File: src/sv/delimiter_split_tokenizer_unit_defines.svh
// assertion macros shared by the tokenizer rtl
`ifndef DELIMITER_SPLIT_TOKENIZER_UNIT_DEFINES_SVH
`define DELIMITER_SPLIT_TOKENIZER_UNIT_DEFINES_SVH

`ifndef SYNTHESIS
`define DST_ASSERT(lbl, prop) \
  lbl: assert property (@(posedge clk) disable iff (rst) prop) \
    else $error("assertion failed");
`define DST_ASSERT_NEXT(lbl, ante, cons) \
  lbl: assert property (@(posedge clk) disable iff (rst) (ante) |=> (cons)) \
    else $error("assertion failed");
`else
`define DST_ASSERT(lbl, prop)
`define DST_ASSERT_NEXT(lbl, ante, cons)
`endif

`endif

File: src/sv/dst_pkg.sv
// shared types and constants of the delimiter split tokenizer
package dst_pkg;

  localparam int SEP_BYTES_W = 64;
  localparam int SEP_LEN_W   = 4;
  localparam int LIMIT_W     = 16;
  localparam int OUT_W       = 16;
  localparam int CFG_INDEX_W = 2;

  localparam logic [CFG_INDEX_W-1:0] CFG_SEPARATOR_BYTES  = 2'd0;
  localparam logic [CFG_INDEX_W-1:0] CFG_SEPARATOR_LENGTH = 2'd1;
  localparam logic [CFG_INDEX_W-1:0] CFG_PIECE_LIMIT      = 2'd2;

  localparam logic [SEP_BYTES_W-1:0] SEP_BYTES_RESET = 64'd44;
  localparam logic [SEP_LEN_W-1:0]   SEP_LEN_RESET   = 4'd1;
  localparam logic [LIMIT_W-1:0]     LIMIT_RESET     = 16'd0;

  localparam int QUEUE_DEPTH = 4;
  localparam int QUEUE_PTR_W = 2;

  typedef enum logic [2:0] {
    EV_NONE,
    EV_SPLIT,
    EV_MATCH,
    EV_TAIL,
    EV_EMPTY
  } dst_kind_t;

  typedef struct packed {
    dst_kind_t            kind;
    logic                 fin;
    logic                 last;
    logic [SEP_LEN_W-1:0] sl;
  } dst_entry_t;

endpackage

File: src/sv/dst_front.sv
// front end: separator window match, piece limit and event classification
`include "delimiter_split_tokenizer_unit_defines.svh"

module dst_front #(
  parameter int MAX_SEPARATOR_BYTES = 8
) (
  input  logic                             clk,
  input  logic                             rst,
  input  logic                             take,
  input  logic [7:0]                       text_byte,
  input  logic                             last_byte,
  input  logic                             empty_string,
  input  logic [dst_pkg::SEP_BYTES_W-1:0]  sep_bytes,
  input  logic [dst_pkg::SEP_LEN_W-1:0]    sep_len,
  input  logic [dst_pkg::LIMIT_W-1:0]      piece_limit,
  output dst_pkg::dst_entry_t              entry
);

  localparam int WIN_W = 8 * MAX_SEPARATOR_BYTES;
  localparam int BIP_W = $clog2(MAX_SEPARATOR_BYTES + 1);
  localparam int SEL_W = (MAX_SEPARATOR_BYTES > 1) ? $clog2(MAX_SEPARATOR_BYTES) : 1;
  localparam logic [dst_pkg::SEP_LEN_W-1:0] SL_MAX = dst_pkg::SEP_LEN_W'(MAX_SEPARATOR_BYTES);
  localparam logic [BIP_W-1:0] BIP_MAX = BIP_W'(MAX_SEPARATOR_BYTES);

  logic [WIN_W-1:0]                 recent;
  logic [WIN_W+7:0]                 shifted;
  logic [WIN_W-1:0]                 recent_next;
  logic [BIP_W-1:0]                 bip;
  logic [BIP_W-1:0]                 bip_inc;
  logic [dst_pkg::LIMIT_W-1:0]      cnt;
  logic [dst_pkg::LIMIT_W-1:0]      cnt_inc;
  logic                             limit_reached;
  logic [dst_pkg::SEP_LEN_W-1:0]    sl_eff;
  logic                             win_ok;
  logic                             match;
  logic                             hit;
  logic                             counted;

  assign sl_eff      = (sep_len > SL_MAX) ? SL_MAX : sep_len;
  assign shifted     = {recent, text_byte};
  assign recent_next = shifted[WIN_W-1:0];
  assign bip_inc     = (bip < BIP_MAX) ? bip + BIP_W'(1) : bip;
  assign cnt_inc     = (cnt != '1) ? cnt + dst_pkg::LIMIT_W'(1) : cnt;
  assign hit         = (piece_limit != '0) && (cnt_inc >= piece_limit);

  always_comb begin
    logic [SEL_W-1:0] sel;
    win_ok = 1'b1;
    sel    = '0;
    for (int k = 0; k < MAX_SEPARATOR_BYTES; k++) begin
      if (dst_pkg::SEP_LEN_W'(k) < sl_eff) begin
        sel = SEL_W'(sl_eff - dst_pkg::SEP_LEN_W'(k) - dst_pkg::SEP_LEN_W'(1));
        if (recent_next[8*k +: 8] != sep_bytes[8*sel +: 8]) begin
          win_ok = 1'b0;
        end
      end
    end
  end

  assign match = (sl_eff != '0) && (dst_pkg::SEP_LEN_W'(bip_inc) >= sl_eff) && win_ok;

  always_comb begin
    entry.kind = dst_pkg::EV_NONE;
    entry.fin  = 1'b0;
    entry.last = last_byte;
    entry.sl   = sl_eff;
    counted    = 1'b0;
    priority if (empty_string) begin
      entry.kind = dst_pkg::EV_EMPTY;
      entry.fin  = 1'b1;
    end else if (limit_reached) begin
      entry.kind = dst_pkg::EV_NONE;
    end else if (sl_eff == '0) begin
      entry.kind = dst_pkg::EV_SPLIT;
      entry.fin  = last_byte || hit;
      counted    = 1'b1;
    end else if (match) begin
      entry.kind = dst_pkg::EV_MATCH;
      entry.fin  = last_byte || hit;
      counted    = 1'b1;
    end else if (last_byte) begin
      entry.kind = dst_pkg::EV_TAIL;
      entry.fin  = 1'b1;
    end
  end

  always_ff @(posedge clk) begin
    if (rst) begin
      recent        <= '0;
      bip           <= '0;
      cnt           <= '0;
      limit_reached <= 1'b0;
    end else if (take) begin
      if (empty_string || last_byte) begin
        recent        <= '0;
        bip           <= '0;
        cnt           <= '0;
        limit_reached <= 1'b0;
      end else begin
        recent <= recent_next;
        bip    <= (entry.kind == dst_pkg::EV_MATCH) ? '0 : bip_inc;
        if (counted) begin
          cnt           <= cnt_inc;
          limit_reached <= hit;
        end
      end
    end
  end

  `DST_ASSERT(a_limit_quiet, (take && limit_reached && !empty_string) |-> (entry.kind == dst_pkg::EV_NONE))

endmodule

File: src/sv/dst_fifo.sv
// short event queue between front and back end
`include "delimiter_split_tokenizer_unit_defines.svh"

module dst_fifo (
  input  logic                clk,
  input  logic                rst,
  input  logic                push,
  input  dst_pkg::dst_entry_t wr_entry,
  input  logic                pop,
  output dst_pkg::dst_entry_t rd_entry,
  output logic                full,
  output logic                empty
);

  dst_pkg::dst_entry_t             store [dst_pkg::QUEUE_DEPTH];
  logic [dst_pkg::QUEUE_PTR_W-1:0] wr_ptr;
  logic [dst_pkg::QUEUE_PTR_W-1:0] rd_ptr;
  logic [dst_pkg::QUEUE_PTR_W:0]   count;

  assign full     = (count == (dst_pkg::QUEUE_PTR_W + 1)'(dst_pkg::QUEUE_DEPTH));
  assign empty    = (count == '0);
  assign rd_entry = store[rd_ptr];

  always_ff @(posedge clk) begin
    if (push) begin
      store[wr_ptr] <= wr_entry;
    end
  end

  always_ff @(posedge clk) begin
    if (rst) begin
      wr_ptr <= '0;
      rd_ptr <= '0;
      count  <= '0;
    end else begin
      if (push) begin
        wr_ptr <= wr_ptr + dst_pkg::QUEUE_PTR_W'(1);
      end
      if (pop) begin
        rd_ptr <= rd_ptr + dst_pkg::QUEUE_PTR_W'(1);
      end
      if (push && !pop) begin
        count <= count + (dst_pkg::QUEUE_PTR_W + 1)'(1);
      end else if (pop && !push) begin
        count <= count - (dst_pkg::QUEUE_PTR_W + 1)'(1);
      end
    end
  end

  `DST_ASSERT(a_no_pop_empty, pop |-> !empty)
  `DST_ASSERT(a_no_push_full, push |-> !full)

endmodule

File: src/sv/dst_back.sv
// back end: byte offsets, piece start and length, output register
`include "delimiter_split_tokenizer_unit_defines.svh"

module dst_back #(
  parameter int OFFSET_WIDTH = 16
) (
  input  logic                        clk,
  input  logic                        rst,
  input  logic                        avail,
  input  dst_pkg::dst_entry_t         entry,
  output logic                        pop,
  output logic                        out_valid,
  input  logic                        out_ready,
  output logic [dst_pkg::OUT_W-1:0]   piece_start,
  output logic [dst_pkg::OUT_W-1:0]   piece_length,
  output logic                        final_piece,
  output logic                        overflow
);

  localparam logic [OFFSET_WIDTH-1:0] OFS_MAX = '1;

  function automatic logic [dst_pkg::OUT_W-1:0] to_out(input logic [OFFSET_WIDTH-1:0] v);
    logic [OFFSET_WIDTH+dst_pkg::OUT_W-1:0] w;
    w = {{dst_pkg::OUT_W{1'b0}}, v};
    return w[dst_pkg::OUT_W-1:0];
  endfunction

  logic [OFFSET_WIDTH-1:0] pos;
  logic [OFFSET_WIDTH-1:0] cps;
  logic                    sat;
  logic [OFFSET_WIDTH-1:0] end_pos;
  logic                    sat_n;
  logic [OFFSET_WIDTH-1:0] sl_ext;
  logic [OFFSET_WIDTH-1:0] ms;
  logic [OFFSET_WIDTH-1:0] mlen;
  logic [OFFSET_WIDTH-1:0] tlen;
  logic                    emit;
  logic [OFFSET_WIDTH-1:0] res_start;
  logic [OFFSET_WIDTH-1:0] res_len;
  logic                    res_fin;
  logic                    res_ovf;

  assign pop     = avail && (!out_valid || out_ready);
  assign end_pos = (pos == OFS_MAX) ? pos : pos + OFFSET_WIDTH'(1);
  assign sat_n   = sat || (pos == OFS_MAX);
  assign sl_ext  = OFFSET_WIDTH'(entry.sl);
  assign ms      = (end_pos >= sl_ext) ? end_pos - sl_ext : '0;
  assign mlen    = (ms >= cps) ? ms - cps : '0;
  assign tlen    = (end_pos >= cps) ? end_pos - cps : '0;

  always_comb begin
    emit      = 1'b0;
    res_start = '0;
    res_len   = '0;
    res_fin   = entry.fin;
    res_ovf   = sat_n;
    unique case (entry.kind)
      dst_pkg::EV_EMPTY: begin
        emit    = 1'b1;
        res_fin = 1'b1;
        res_ovf = 1'b0;
      end
      dst_pkg::EV_SPLIT: begin
        emit      = 1'b1;
        res_start = pos;
        res_len   = OFFSET_WIDTH'(1);
      end
      dst_pkg::EV_MATCH: begin
        emit      = 1'b1;
        res_start = cps;
        res_len   = mlen;
      end
      dst_pkg::EV_TAIL: begin
        emit      = 1'b1;
        res_start = cps;
        res_len   = tlen;
        res_fin   = 1'b1;
      end
      default: begin
        emit = 1'b0;
      end
    endcase
  end

  always_ff @(posedge clk) begin
    if (rst) begin
      pos       <= '0;
      cps       <= '0;
      sat       <= 1'b0;
      out_valid <= 1'b0;
    end else begin
      if (pop) begin
        if ((entry.kind == dst_pkg::EV_EMPTY) || entry.last) begin
          pos <= '0;
          cps <= '0;
          sat <= 1'b0;
        end else begin
          pos <= end_pos;
          sat <= sat_n;
          if (entry.kind == dst_pkg::EV_MATCH) begin
            cps <= end_pos;
          end
        end
      end
      if (pop && emit) begin
        out_valid <= 1'b1;
      end else if (out_ready) begin
        out_valid <= 1'b0;
      end
    end
  end

  always_ff @(posedge clk) begin
    if (pop && emit) begin
      piece_start  <= to_out(res_start);
      piece_length <= to_out(res_len);
      final_piece  <= res_fin;
      overflow     <= res_ovf;
    end
  end

  `DST_ASSERT_NEXT(a_empty_result, pop && (entry.kind == dst_pkg::EV_EMPTY), out_valid && final_piece && (piece_length == '0))

endmodule

File: src/sv/delimiter_split_tokenizer_unit.sv
// top level of the delimiter split tokenizer: config registers and front/queue/back
//
// usage
//   input channel (in_valid/in_ready): one string byte per transfer, last_byte on
//   the final byte, empty_string for a string with no bytes
//   output channel (out_valid/out_ready): one piece per transfer with start offset,
//   length, final_piece and overflow
//   config channel (cfg_valid/cfg_ready, cfg_index, cfg_data): index 0 separator
//   bytes, 1 separator length, 2 piece limit; always ready, write only while idle
// path: each result passes through the event queue and then the output register
// throughput: one byte per cycle while in_ready is high, set by the combinational separator
//   window compare in the front end and the offset update in the back end
// reset: config returns to separator "," length 1, no limit; queue and state clear
// receiver stall: results wait in the output register, the four-entry queue absorbs
//   further bytes, and in_ready drops once the queue is full
module delimiter_split_tokenizer_unit #(
  parameter int MAX_SEPARATOR_BYTES = 8,
  parameter int OFFSET_WIDTH        = 16
) (
  input  logic                              clk,
  input  logic                              rst,
  input  logic                              in_valid,
  output logic                              in_ready,
  input  logic [7:0]                        text_byte,
  input  logic                              last_byte,
  input  logic                              empty_string,
  output logic                              out_valid,
  input  logic                              out_ready,
  output logic [dst_pkg::OUT_W-1:0]         piece_start,
  output logic [dst_pkg::OUT_W-1:0]         piece_length,
  output logic                              final_piece,
  output logic                              overflow,
  input  logic                              cfg_valid,
  output logic                              cfg_ready,
  input  logic [dst_pkg::CFG_INDEX_W-1:0]   cfg_index,
  input  logic [dst_pkg::SEP_BYTES_W-1:0]   cfg_data
);

  logic [dst_pkg::SEP_BYTES_W-1:0] separator_bytes;
  logic [dst_pkg::SEP_LEN_W-1:0]   separator_length;
  logic [dst_pkg::LIMIT_W-1:0]     piece_limit;

  logic                take;
  logic                q_full;
  logic                q_empty;
  logic                q_pop;
  dst_pkg::dst_entry_t wr_entry;
  dst_pkg::dst_entry_t rd_entry;

  assign cfg_ready = 1'b1;
  assign in_ready  = !q_full;
  assign take      = in_valid && in_ready;

  always_ff @(posedge clk) begin
    if (rst) begin
      separator_bytes  <= dst_pkg::SEP_BYTES_RESET;
      separator_length <= dst_pkg::SEP_LEN_RESET;
      piece_limit      <= dst_pkg::LIMIT_RESET;
    end else if (cfg_valid && cfg_ready) begin
      unique case (cfg_index)
        dst_pkg::CFG_SEPARATOR_BYTES: begin
          separator_bytes <= cfg_data;
        end
        dst_pkg::CFG_SEPARATOR_LENGTH: begin
          separator_length <= cfg_data[dst_pkg::SEP_LEN_W-1:0];
        end
        dst_pkg::CFG_PIECE_LIMIT: begin
          piece_limit <= cfg_data[dst_pkg::LIMIT_W-1:0];
        end
        default: begin
        end
      endcase
    end
  end

  dst_front #(
    .MAX_SEPARATOR_BYTES(MAX_SEPARATOR_BYTES)
  ) u_front (
    .clk          (clk),
    .rst          (rst),
    .take         (take),
    .text_byte    (text_byte),
    .last_byte    (last_byte),
    .empty_string (empty_string),
    .sep_bytes    (separator_bytes),
    .sep_len      (separator_length),
    .piece_limit  (piece_limit),
    .entry        (wr_entry)
  );

  dst_fifo u_fifo (
    .clk      (clk),
    .rst      (rst),
    .push     (take),
    .wr_entry (wr_entry),
    .pop      (q_pop),
    .rd_entry (rd_entry),
    .full     (q_full),
    .empty    (q_empty)
  );

  dst_back #(
    .OFFSET_WIDTH(OFFSET_WIDTH)
  ) u_back (
    .clk          (clk),
    .rst          (rst),
    .avail        (!q_empty),
    .entry        (rd_entry),
    .pop          (q_pop),
    .out_valid    (out_valid),
    .out_ready    (out_ready),
    .piece_start  (piece_start),
    .piece_length (piece_length),
    .final_piece  (final_piece),
    .overflow     (overflow)
  );

endmodule

File: config.mk
export PLATFORM = sky130hd
export DESIGN_NAME = delimiter_split_tokenizer_unit
export DESIGN_NICKNAME = d
export VERILOG_FILES = /design/src/sv/dst_pkg.sv /design/src/sv/dst_front.sv /design/src/sv/dst_fifo.sv /design/src/sv/dst_back.sv /design/src/sv/delimiter_split_tokenizer_unit.sv
export VERILOG_INCLUDE_DIRS = /design/src /design/src/sv
export SDC_FILE = /design/constraint.sdc
export NUM_CORES = 1
export LEC_CHECK = 0
export BUFFER_PORTS_ARGS = -buffer_cell sky130_fd_sc_hd__buf_2
export CORE_ASPECT_RATIO = 0.6
export CORE_MARGIN = 4
export CORE_UTILIZATION = 35
export CTS_CLUSTER_SIZE = 8
export DETAILED_ROUTE_END_ITERATION = 8
export RECOVER_POWER = 100
export SLEW_MARGIN = 20
export SYNTH_ARGS = -nofsm -noshare
export SYNTH_HDL_FRONTEND = slang
export SYNTH_HIERARCHICAL = 1
export SYNTH_SLANG_ARGS = --single-unit
File: constraint.sdc
create_clock -name clk -period 12.3 [get_ports clk]
set_input_delay 0.615 -clock clk [delete_from_list [all_inputs] [get_ports clk]]
set_output_delay 0.615 -clock clk [all_outputs]
set_load 0.01 [all_outputs]
==> impl_results.md <==
- Post-CTS Setup Repair Bufs: 0
- Design Area, Final: approximately 0.021 mm^2
- Leakage power: approximately 7.9 nW
- Compound-cell area share of the yosys netlist: 13.8%
- Largest family of logic cells by synthesized area: simple AND/OR/NAND/NOR gates
- Post-route core utilization: between 30% and 40%
- Gr usage total: a little over a fifth
- WL per Instance: roughly 22 um
- WS Path Type: reg -> reg
- Antenna Violating Nets Remaining: 0
- Avg Inst Size Synth: 9.07 um^2
- Mux cell area share after synthesis: between 10% and 20%
- Share of cells above drive strength 1: a little over a tenth
- Synth area leader: dfxtp_1
- Top cells by count, synth: 204 x dfxtp_1, 179 x nand2b_1, 150 x a21oi_1, 150 x mux2i_1, 137 x nand2_1
- RSZ-0062 raised after global routing: false
- Post-cts resize count: 0
- CTS tree: done
- Worst slew pin tran: 3.42 ns
- Fin. Hold Viols: 0
- CP arrival: approximately 9.8 ns
- Cells after DPL: 2,831
- Fraction of registers with async set/reset: 0%
- CP max stage cell: clkbuf_1
- Simple-Gate Fraction of Synth Area: between 20% and 30%
- Final layout net count: between 2,000 and 2,500
- Vias/cell: 5.84
- Max-cap viol count: 11
- Vias post-DR: between 15,000 and 20,000
- Min cycle time layout: 9.25 ns
- HP Class: in -> reg
- Post-DP HPWL: about 48,000 um
- Synth Area in XOR/XNOR: under 10%
- Post-synth EDFFs: 70
- Cell count after synthesis: ~2,100
- Top post-synthesis cells by area: dfxtp_1 21%, edfxtp_1 11%, mux2i_1 7.8%, mux4_2 6.0%, nand2b_1 5.8%
- Post-Layout Cell Count: 2,893
- GR Overflow Total: 0
- Largest net degree at the start of global routing: between 100 and 150
- Initial antenna violation count: 2
- Post-Synth Adder-Cell Area: under 10%
- Layout fillers: 5,441
- Worst skew pair latency: between 0.5 and 0.6 ns
- Fin crit share: between 70% and 80%
- 1st-pass router iterations: 8
- #FFs+latches synth: roughly 270
- I/O pin count: around 120
- Final setup fails: 0
- Row count: 66
- Synth Flop Type: dfxtp_1
- DIE HEIGHT: ~190 um
- Total CTS buffers: 40
- Max VDD drop: approximately 110 uV
- Port Buf Inserts: around 120
- Drc violations: 0
- Clock Sinks: 274
- Clock root cell: clkbuf_16
- Tot Pwr: about 3.7 mW
- Die Wd: ~310 um
- Most common cell in the synthesized netlist: dfxtp_1
- H-tree depth: 2
- Max Slew Vio Count: ~550
- CP max stage delay: around 1.7 ns
- Area of the core: about 0.054 mm^2
- Clock buffer depth: 3
- Required time at the worst-slack endpoint: 12.80 ns
- Fin Setup TNS: 0 ns
- Hold buffer count at CTS: 0
- Peak Freq: roughly 0.11 GHz
- Worst-path cell chain: clkbuf_1, nand2b_1, clkbuf_1, inv_1, ha_1, inv_1, or4_1, nand3_1, nor4b_1, nand4_1, a2111oi_0, o211ai_2, nor2_1, o21ai_0, a21bo_1
- Worst-path clk slew: ~0.050 ns
- Die area: roughly 0.06 mm^2
- Synth-to-layout area growth: 9.91%
- Initial DRC count: 2,059
- Failing checks: capacitance limit, slew limit
- Syn Nets: 2,269
- Post-synthesis sequential area ratio: 32.2%
- Setup Skew: about 0.031 ns
- Post-synth cell types: 98
- Peak fanout along the critical path: 52
- Power Density: about 180 mW/mm^2
- Gp weighted congestion: 0.963
- Final wirelength: roughly 65,000 um
- Post-synth top area share: 21.3%
- Slew HR: -128%
- Area after DPL: just over 0.02 mm^2
- Type of origin of the critical path: register
- Initial Util: 35.4%
- First-pass GRT wire length: around 100,000 um
- Number of global-route vias before repair: between 15,000 and 20,000
- Synthesis Warnings: 6
- Status: complete, but fails checks
- Synth Cell Area: 0.0192 mm^2
- Crit. End Element: register
## path summary, 6_finish.rpt
kind | from | endpoint | slack, ns | cells after the start
max | separator_length[3] | u_front/cnt[8] | 3.05 | 15
min | cfg_data[29] | separator_bytes[29] | 0.31 | 3
max reg2reg | separator_length[3] | u_front/cnt[8] | 3.05 | 15
min reg2reg | u_back/cps[15] | u_back/cps[15] | 0.48 | 2
## per-layer routing
| layer | track usage, % | vias up | part of all wire, % |
|---|---|---|---|
| met1 | 34.6 | 8158 | 49 |
| met2 | 26.1 | 905 | 35 |
| met5 | 0 | - | 0 |
| met3 | 8.22 | 87 | 14 |
| met4 | 5.26 | 0 | 1.9 |
| li1 | - | 7749 | - |
## sequential cells by signal, indices dropped and copies added (netlist names), named ones only
register	flops
u_fifo/store	36
u_back/pos	16
u_back/piece_length	16
piece_limit	16
separator_bytes	64
u_back/final_piece	1
u_fifo/count	3
u_back/overflow	1
u_front/recent	56
u_front/limit_reached	1
separator_length	4
u_fifo/wr_ptr	2
u_front/cnt	16
u_front/bip	4
u_back/piece_start	16
u_fifo/rd_ptr	2
u_back/sat	1
u_back/out_valid	1
u_back/cps	16
## critical path: cells and delay by family, from the launching register on
family                   cells  cell delay [ns]
AO/OA/AOI/OAI                4             1.91
adder cells (fa/ha/maj)      1             1.04
buffers and inverters        4             3.27
flip-flops                   1             0.30
AND/OR/NAND/NOR              6             2.63
## placed cells by master (no fill, tap or decap), types with 64 or more instances in the layout
cell	count
mux2i_1	150
nand3_1	105
buf_2	76
nand2b_1	179
clkbuf_1	64
nor2_1	134
inv_1	76
ha_1	68
a21oi_1	150
edfxtp_1	70
nand2_1	137
xnor2_1	84
dfxtp_1	202
## final cells by class
type	instances	area [um^2]	share of cell area [%]
sequential	274	6190	29.3
antenna	3	7.51	0.0356
clock inverter	3	30.0	0.142
clock buffer	56	1070	5.08
multi-input combinational	1622	11900	56.5
timing repair buffer	141	684	3.24
tap	714	893	4.24
inverter	80	303	1.44
## report_power, final
group,switching [mW],internal (mW),total (mW)
clock network,0.424,0.598,1.02
logic,0.966,0.594,1.56
registers,0.0722,1.06,1.13
## kinds of logic (layout without fill, tap and decap cells)
| group | Yosys count | in the layout |
|---|---|---|
| adders and majority gates | 72 | 72 |
| buffers and inverters | 220 | 280 |
| other | 1 | 4 |
| AOI/OAI and AO/OA | 402 | 402 |
| DFF | 274 | 274 |
| muxes | 221 | 221 |
| and+or+nand+nor | 798 | 798 |
| xor gates and xnor gates | 128 | 128 |
## stage by stage
stage	hold WS [ns]	setup slack, ns
after CTS	0.278	4.88
final	0.309	3.05
after global routing	0.309	2.51
after global placement	0.468	5.06
after detailed placement	0.475	4.94
after floorplan	0.450	6.40
Power figures use the tool's default switching activity.
